<file path="src/lsu_pkg.sv">
// Shared types, codes and helpers of the load/store unit.
// Used by the controller, the datapath and the top level.
`timescale 1ns / 1ps

package lsu_pkg;

  localparam int MEM_DEPTH_DEF = 65536;

  // item commands
  localparam logic [1:0] CMD_WR   = 2'd0;
  localparam logic [1:0] CMD_EXEC = 2'd1;
  localparam logic [1:0] CMD_RD   = 2'd2;

  // instruction forms
  localparam logic [4:0] OP_R_R      = 5'd0;
  localparam logic [4:0] OP_R_N      = 5'd1;
  localparam logic [4:0] OP_R_PRR    = 5'd2;
  localparam logic [4:0] OP_PRR_R    = 5'd3;
  localparam logic [4:0] OP_PRR_N    = 5'd4;
  localparam logic [4:0] OP_R_PNN    = 5'd5;
  localparam logic [4:0] OP_PNN_R    = 5'd6;
  localparam logic [4:0] OP_R_HIR    = 5'd7;
  localparam logic [4:0] OP_HIR_R    = 5'd8;
  localparam logic [4:0] OP_R_HIN    = 5'd9;
  localparam logic [4:0] OP_HIN_R    = 5'd10;
  localparam logic [4:0] OP_RR_NN    = 5'd11;
  localparam logic [4:0] OP_PNN_RR   = 5'd12;
  localparam logic [4:0] OP_RR_RR    = 5'd13;
  localparam logic [4:0] OP_PUSH     = 5'd14;
  localparam logic [4:0] OP_POP      = 5'd15;
  localparam logic [4:0] OP_POP_AF   = 5'd16;

  // byte register indexes
  localparam logic [2:0] R_B = 3'd0;
  localparam logic [2:0] R_C = 3'd1;
  localparam logic [2:0] R_D = 3'd2;
  localparam logic [2:0] R_E = 3'd3;
  localparam logic [2:0] R_H = 3'd4;
  localparam logic [2:0] R_L = 3'd5;
  localparam logic [2:0] R_A = 3'd6;
  localparam logic [2:0] R_F = 3'd7;

  // pair indexes
  localparam logic [2:0] P_BC = 3'd0;
  localparam logic [2:0] P_DE = 3'd1;
  localparam logic [2:0] P_HL = 3'd2;
  localparam logic [2:0] P_SP = 3'd3;
  localparam logic [2:0] P_AF = 3'd4;

  // post modes
  localparam logic [1:0] PM_INC = 2'd1;
  localparam logic [1:0] PM_DEC = 2'd2;

  localparam logic [15:0] HIGH_PAGE = 16'hFF00;
  localparam logic [7:0]  FLAG_MASK = 8'hF0;

  // sequencer steps
  localparam logic [3:0] ST_IDLE  = 4'd0;
  localparam logic [3:0] ST_IMM1  = 4'd1;
  localparam logic [3:0] ST_IMM1C = 4'd2;
  localparam logic [3:0] ST_IMM2  = 4'd3;
  localparam logic [3:0] ST_IMM2C = 4'd4;
  localparam logic [3:0] ST_ACC1  = 4'd5;
  localparam logic [3:0] ST_ACC1C = 4'd6;
  localparam logic [3:0] ST_ACC2  = 4'd7;
  localparam logic [3:0] ST_ACC2C = 4'd8;
  localparam logic [3:0] ST_WB    = 4'd9;
  localparam logic [3:0] ST_OUT   = 4'd10;

  typedef logic [7:0][7:0] byte_file_t;

  typedef struct packed {
    byte_file_t  g;
    logic [15:0] sp;
  } rf_t;

  typedef struct packed {
    logic [3:0] step;
    logic       take;
    logic       mem_re;
    logic       mem_we;
  } ctl_t;

  function automatic logic [15:0] pair_get(rf_t rf, logic [2:0] sel);
    logic [15:0] v;
    case (sel)
      P_BC:    v = {rf.g[R_B], rf.g[R_C]};
      P_DE:    v = {rf.g[R_D], rf.g[R_E]};
      P_HL:    v = {rf.g[R_H], rf.g[R_L]};
      P_SP:    v = rf.sp;
      P_AF:    v = {rf.g[R_A], rf.g[R_F]};
      default: v = 16'h0000;
    endcase
    return v;
  endfunction

  function automatic rf_t pair_set(rf_t rf, logic [2:0] sel, logic [15:0] v);
    rf_t r;
    r = rf;
    case (sel)
      P_BC: begin r.g[R_B] = v[15:8]; r.g[R_C] = v[7:0]; end
      P_DE: begin r.g[R_D] = v[15:8]; r.g[R_E] = v[7:0]; end
      P_HL: begin r.g[R_H] = v[15:8]; r.g[R_L] = v[7:0]; end
      P_SP: r.sp = v;
      P_AF: begin r.g[R_A] = v[15:8]; r.g[R_F] = v[7:0]; end
      default: ;
    endcase
    return r;
  endfunction

  function automatic logic [1:0] op_len(logic [4:0] k);
    logic [1:0] n;
    case (k)
      OP_R_N, OP_PRR_N, OP_R_HIN, OP_HIN_R:        n = 2'd2;
      OP_R_PNN, OP_PNN_R, OP_RR_NN, OP_PNN_RR:     n = 2'd3;
      default:                                     n = 2'd1;
    endcase
    return n;
  endfunction

endpackage

</file>
<file path="src/lsu_ctrl.sv">
// Sequencer of the load/store unit: walks immediate fetch, memory access,
// write-back and result steps. Uses lsu_pkg.
`timescale 1ns / 1ps

module lsu_ctrl (
  input  logic          clk,
  input  logic          rst_n,
  input  logic          in_valid,
  input  logic [1:0]    in_cmd,
  input  logic [4:0]    in_op_kind,
  output logic          in_ready,
  output logic          out_valid,
  input  logic          out_ready,
  output lsu_pkg::ctl_t ctl
);

  logic [3:0] state_r, state_nxt;
  logic [1:0] cmd_r;
  logic [4:0] kind_r;
  logic       ex, f_imm2, f_acc1, f_rd1, f_acc2, f_rd2;

  always_comb begin
    ex     = (cmd_r == lsu_pkg::CMD_EXEC) && (kind_r <= lsu_pkg::OP_POP_AF);
    f_imm2 = ex && (kind_r inside {lsu_pkg::OP_R_PNN, lsu_pkg::OP_PNN_R,
                                   lsu_pkg::OP_RR_NN, lsu_pkg::OP_PNN_RR});
    f_rd1  = (cmd_r == lsu_pkg::CMD_RD)
          || (ex && (kind_r inside {lsu_pkg::OP_R_PRR, lsu_pkg::OP_R_PNN, lsu_pkg::OP_R_HIR,
                                    lsu_pkg::OP_R_HIN, lsu_pkg::OP_POP,
                                    lsu_pkg::OP_POP_AF}));
    f_acc1 = (cmd_r == lsu_pkg::CMD_WR) || f_rd1
          || (ex && (kind_r inside {lsu_pkg::OP_PRR_R, lsu_pkg::OP_PRR_N, lsu_pkg::OP_PNN_R,
                                    lsu_pkg::OP_HIR_R, lsu_pkg::OP_HIN_R,
                                    lsu_pkg::OP_PNN_RR, lsu_pkg::OP_PUSH}));
    f_rd2  = ex && (kind_r inside {lsu_pkg::OP_POP, lsu_pkg::OP_POP_AF});
    f_acc2 = f_rd2 || (ex && (kind_r inside {lsu_pkg::OP_PNN_RR, lsu_pkg::OP_PUSH}));
  end

  always_comb begin
    state_nxt = state_r;
    unique case (state_r)
      lsu_pkg::ST_IDLE:  if (in_valid) state_nxt = lsu_pkg::ST_IMM1;
      lsu_pkg::ST_IMM1:  state_nxt = lsu_pkg::ST_IMM1C;
      lsu_pkg::ST_IMM1C: state_nxt = f_imm2 ? lsu_pkg::ST_IMM2 :
                                     f_acc1 ? lsu_pkg::ST_ACC1 : lsu_pkg::ST_WB;
      lsu_pkg::ST_IMM2:  state_nxt = lsu_pkg::ST_IMM2C;
      lsu_pkg::ST_IMM2C: state_nxt = f_acc1 ? lsu_pkg::ST_ACC1 : lsu_pkg::ST_WB;
      lsu_pkg::ST_ACC1:  state_nxt = f_rd1  ? lsu_pkg::ST_ACC1C :
                                     f_acc2 ? lsu_pkg::ST_ACC2 : lsu_pkg::ST_WB;
      lsu_pkg::ST_ACC1C: state_nxt = f_acc2 ? lsu_pkg::ST_ACC2 : lsu_pkg::ST_WB;
      lsu_pkg::ST_ACC2:  state_nxt = f_rd2  ? lsu_pkg::ST_ACC2C : lsu_pkg::ST_WB;
      lsu_pkg::ST_ACC2C: state_nxt = lsu_pkg::ST_WB;
      lsu_pkg::ST_WB:    state_nxt = lsu_pkg::ST_OUT;
      lsu_pkg::ST_OUT:   if (out_ready) state_nxt = lsu_pkg::ST_IDLE;
      default:           state_nxt = lsu_pkg::ST_IDLE;
    endcase
    // the item's flags are not latched yet in IDLE; pick the first step here
    if (state_r == lsu_pkg::ST_IDLE && in_valid) begin
      if (in_cmd == lsu_pkg::CMD_EXEC && (in_op_kind inside {lsu_pkg::OP_R_N,
          lsu_pkg::OP_PRR_N, lsu_pkg::OP_R_PNN, lsu_pkg::OP_PNN_R, lsu_pkg::OP_R_HIN,
          lsu_pkg::OP_HIN_R, lsu_pkg::OP_RR_NN, lsu_pkg::OP_PNN_RR}))
        state_nxt = lsu_pkg::ST_IMM1;
      else if (in_cmd == lsu_pkg::CMD_WR || in_cmd == lsu_pkg::CMD_RD
               || (in_cmd == lsu_pkg::CMD_EXEC
                   && (in_op_kind inside {lsu_pkg::OP_R_PRR, lsu_pkg::OP_PRR_R,
                       lsu_pkg::OP_R_HIR, lsu_pkg::OP_HIR_R, lsu_pkg::OP_PUSH,
                       lsu_pkg::OP_POP, lsu_pkg::OP_POP_AF})))
        state_nxt = lsu_pkg::ST_ACC1;
      else
        state_nxt = lsu_pkg::ST_WB;
    end
  end

  always_ff @(posedge clk) begin
    if (!rst_n) begin
      state_r <= lsu_pkg::ST_IDLE;
    end else begin
      state_r <= state_nxt;
    end
  end

  always_ff @(posedge clk) begin
    if (in_ready && in_valid) begin
      cmd_r  <= in_cmd;
      kind_r <= in_op_kind;
    end
  end

  assign in_ready   = (state_r == lsu_pkg::ST_IDLE);
  assign out_valid  = (state_r == lsu_pkg::ST_OUT);

  always_comb begin
    ctl.step   = state_r;
    ctl.take   = in_ready && in_valid;
    ctl.mem_re = (state_r == lsu_pkg::ST_IMM1) || (state_r == lsu_pkg::ST_IMM2)
              || (state_r == lsu_pkg::ST_ACC1 && f_rd1)
              || (state_r == lsu_pkg::ST_ACC2 && f_rd2);
    ctl.mem_we = (state_r == lsu_pkg::ST_ACC1 && !f_rd1)
              || (state_r == lsu_pkg::ST_ACC2 && !f_rd2);
  end

endmodule

</file>
<file path="config.mk">
export PLATFORM = sky130hd
export DESIGN_NAME = lsu_ctrl
export DESIGN_NICKNAME = d
export VERILOG_FILES = /design/src/lsu_pkg.sv /design/src/lsu_ctrl.sv
export SDC_FILE = /design/constraint.sdc
export NUM_CORES = 1
export LEC_CHECK = 0
export BUFFER_PORTS_ARGS = -buffer_cell sky130_fd_sc_hd__buf_2
export CELL_PAD_IN_SITES_DETAIL_PLACEMENT = 0
export CELL_PAD_IN_SITES_GLOBAL_PLACEMENT = 1
export CORE_MARGIN = 3
export CORE_UTILIZATION = 38
export DETAILED_ROUTE_END_ITERATION = 8
export PLACE_DENSITY = 0.76
export RECOVER_POWER = 50
export SLEW_MARGIN = 20
export SYNTH_ARGS = -nofsm -noshare
export SYNTH_HDL_FRONTEND = slang
export SYNTH_SLANG_ARGS = --single-unit
</file>
<file path="constraint.sdc">
create_clock -name clk -period 2.3 [get_ports clk]
set_input_delay 0.23 -clock clk [delete_from_list [all_inputs] [get_ports clk]]
set_output_delay 0.23 -clock clk [all_outputs]
set_load 0.1 [all_outputs]
</file>
# Word level (Yosys, flattened, before mapping)

Index checks and enable logic that the tools add are counted.

Input bits: 11
Word-level logic and storage cells: 96
Flip-flop bits (word level): 11

Reductions and logical operators: 36
Multiplexer cells: 11
Eq/ne operators: 45
Order comparisons: 1

Operators with widths:

| cell               | number |
|---|---|
| $eq 5x4->1 const B | 14 |
| $pmux 4 s11        | 1 |
| $eq 5x3->1 const B | 8 |
| $mux 4             | 9 |
| $eq 5x2->1 const B | 4 |
| $eq 4x3->1 const B | 4 |
| $reduce_bool 7->1  | 2 |
| $logic_and 1x1->1  | 13 |
| $eq 4x4->1 const B | 3 |
| $eq 5x5->1 const B | 2 |
| $logic_or 1x1->1   | 10 |
| $eq 4x2->1 const B | 2 |
| $reduce_bool 8->1  | 1 |
| $reduce_bool 6->1  | 1 |
| $eq 5x1->1 const B | 1 |
| $le 5x5->1 const B | 1 |
| $eq 2x1->1 const B | 2 |
| $eq 2x2->1 const B | 2 |
| $eq 4x1->1 const B | 1 |
| $logic_not 2->1    | 2 |
| $logic_not 4->1    | 1 |
| $reduce_bool 2->1  | 2 |
| $reduce_bool 4->1  | 1 |
| $ne 3x1->1 const B | 1 |
| 4 further kinds    | 5 |

# Logic depth before layout (Yosys ltp)

Word-level depth: 10
Gate-level depth with buffers: 8

# Worst setup path after synthesis

Ideal clock, no wire load.

Path kind: register to register
From: register state_r[2]
To: register cmd_r[0], enable pin
Required time: 1902 ps
Path slack: -1711 ps
Arrival time: 3613 ps
Stages on the path, launching flop included: 4
Path through: dfxtp_1 > or3_1 > nor2_1 > and2_1

RTL lines:

| what                   | RTL line       | text |
|---|---|---|
| from (decl)            | lsu_ctrl.sv:17 | `logic [3:0] state_r, state_nxt;` |
| from (signal assigned) | lsu_ctrl.sv:75 | `state_r <= lsu_pkg::ST_IDLE;` |
| from (signal assigned) | lsu_ctrl.sv:77 | `state_r <= state_nxt;` |
| to (signal assigned)   | lsu_ctrl.sv:83 | `cmd_r <= in_cmd;` |
| to (decl)              | lsu_ctrl.sv:18 | `logic [1:0] cmd_r;` |

==> out/metrics.cfg <==
[route]
vias_per_cell=5.876
vias=993
drc=0
first_iter_violations=37
drt-total-wl_um=2519
first_pass_iters=4
post_drt_wl_per_cell_um=14.91
ant_nets=0

[grt]
grt_pass1_vias=816
grt-ovfl-total=0
grt_max_degree=15
grt_pass1_wl_um=3670
grt_util_all_layers_pct=17.24
antenna_found_initial=0

[cells_and_area]
final_cell_area_um2=1277
drive_above_1_share_pct=37.32
final_common_cell=buf_4
layout_common_cells=buf_4, clkbuf_1, a21oi_1, nor2_1, edfxtp_1
n_fill_cell=202
antennaDiodeCount=0
area_growth_pct=44.62
final_cells=169
nNetsFinal=154

[cts]
numCtsBuffers=3
htreeDepth=1
insertion_delay_ns=0.27
cts.path.max_buffers=2
cts_sinks=11
holdBufCountCts=0
cts_tree=yes
clk_pin_slew_ns=0.07
ctsRootBufferMaster=clkbuf_4

[placed_design]
place_congestion=0.7775
dpl-instance-area_um2=1082
placedCellCount=149
portBuffers=19
dp_hpwl_um=1614

[floorplanning]
io_pins=20
die_h_um=54.22
die_w_um=54.22
rows=16
die-area_um2=2939
fp.coreArea_um2=2082
start_util_pct=42.43

[sta]
setup_viol=2
final_max_slew_viol_count=0
rsz0062_at_grt=yes
tightestPinTransition_ns=1.162
period_minus_slack_ns=2.517
relSlewSlack_pct=22.89
fin_crit_sh_pct=109.5
clock_skew_ns=0.01211
fin_setup_tns_ns=-0.3030
hold_viol_final=0
fmaxAchievable_mhz=397.2
worst_slack_ns=-0.2174

[synth]
yosys_warnings=0
synth-seq-cells=11
yosys_most_used_dff=edfxtp_1
synth.net_count=117
async_flop_share_pct=0
yosysSeqAreaShare_pct=32.86
synth_area_per_cell_um2=8.333
netlist_area_um2=883.3
synth.distinct_cells=47
synth_edf_count=7
synth_cells=106

[critical_path]
worst_setup_path_end_kind=primary output
worst_setup_path_start_kind=register
path_cells=nor4bb_2 -> nor4_2 -> or2_1 -> a211o_1 -> o2111ai_4 -> and2b_4 -> buf_12
cp.required_ns=2.07
cp_max_fo=6
reg2reg_slack_ns=0.08
crit_path_max_incr_delay_ns=0.48
path_class=register to primary output
arrival_ns=2.29
crit_slowest_cell=edfxtp_1

[flow_run]
cap_violations=0

[run_status]
violations=negative setup slack
status=finished, violations left

[worst_hold_path]
hold_path_class=primary input to register

[pwr]
powerDensity_nw_per_um2=1462
peakVddDrop_mv=1.775
p_leak_uw=0.0004648

## flip-flops by register name (all words and copies together), names as in the netlist
name     flops
kind_r       5
state_r      4
cmd_r        2
## report_power, final
group | switching [uW] | total (uW) | internal, uW | leakage [uW]
combinational | 881 | 1290 | 408 | 0.000349
clock | 60.9 | 128 | 66.9 | 0.0000150
sequential | 143 | 451 | 307 | 0.000101
total | 1090 | 1870 | 782 | 0.000465
## cells in the mapped netlist (2+ instances only)
master,n,share of area (%)
nor2_1,11,4.7
nand3_1,3,1.7
nor3_1,2,1.1
o21ai_0,6,3.4
buf_2,6,3.4
inv_1,2,0.85
o211ai_1,2,1.7
a21oi_1,8,4.5
or3_1,2,1.4
dfxtp_1,4,9.1
nor2b_1,2,1.4
a41oi_1,2,2.0
nand2_1,5,2.1
a211oi_1,2,1.7
nor4b_1,2,2.0
nand2b_1,5,3.5
o31ai_1,2,1.7
nand3b_1,2,1.7
a31oi_1,4,2.8
edfxtp_1,7,24
## through the flow
stage	hold slack, ns	utilization (%)	worst slack [ns]	total power [uW]
floorplan	0.3289	-	0.009811	1343
global placement	0.4383	51.98	0.07338	1567
detailed placement	0.4373	51.98	0.05188	1573
CTS	0.1589	57.93	-0.1234	1778
global route	0.1881	61.36	-0.2714	1970
finish	0.1944	61.36	-0.2174	1867
## final cells by class
| type | count | area (um2) | area share, % |
|---|---|---|---|
| Tap cell | 27 | 33.78 | 2.644 |
| Multi-Input combinational cell | 85 | 641.9 | 50.24 |
| Timing Repair Buffer | 39 | 261.5 | 20.47 |
| Inverter | 3 | 11.26 | 0.8815 |
| Clock buffer | 4 | 26.28 | 2.057 |
| Sequential cell | 11 | 302.8 | 23.70 |
## final timing paths
kind / startpoint / end / cells past startpoint
worst min register to register: state_r[0]$_SDFFE_PN0P_ / state_r[0]$_SDFFE_PN0P_ / 1
worst min-delay path: in_cmd[0] / cmd_r[0]$_DFFE_PP_ / 1
worst max-delay path: kind_r[1]$_DFFE_PP_ / ctl[1] / 7
worst max register to register: kind_r[0]$_DFFE_PP_ / state_r[3]$_SDFFE_PN0P_ / 13
## layer usage
metal	GRT usage, %	routed length [um]	up-vias
met5	0	0	-
met4	6.639	61	0
met3	2.180	140	8
met2	26.10	1193	37
met1	24.75	1124	464
li1	-	-	484
## cells by family after synthesis
logic type,synth area share [%]
buf+inv,5.099
flops,32.86
simple gates,30.46
xor+xnor,1.983
compound gates,27.20
mux,2.408
## timing repair
item                                   CTS  global route
endpoints found under the hold margin    0             0
gates resized for setup                  3            10
setup endpoints to repair                2             5
pin swaps                                3             9
buffers inserted                        11             6
## critical path, delay by kind of cell (launching register included)
family | cells | cell delay [ns]
buffers and inverters | 1 | 0.17
flip-flops | 1 | 0.48
AO/OA/AOI/OAI | 2 | 0.41
AND/OR/NAND/NOR | 4 | 0.95
No activity file was read; power rests on OpenSTA's default activity.
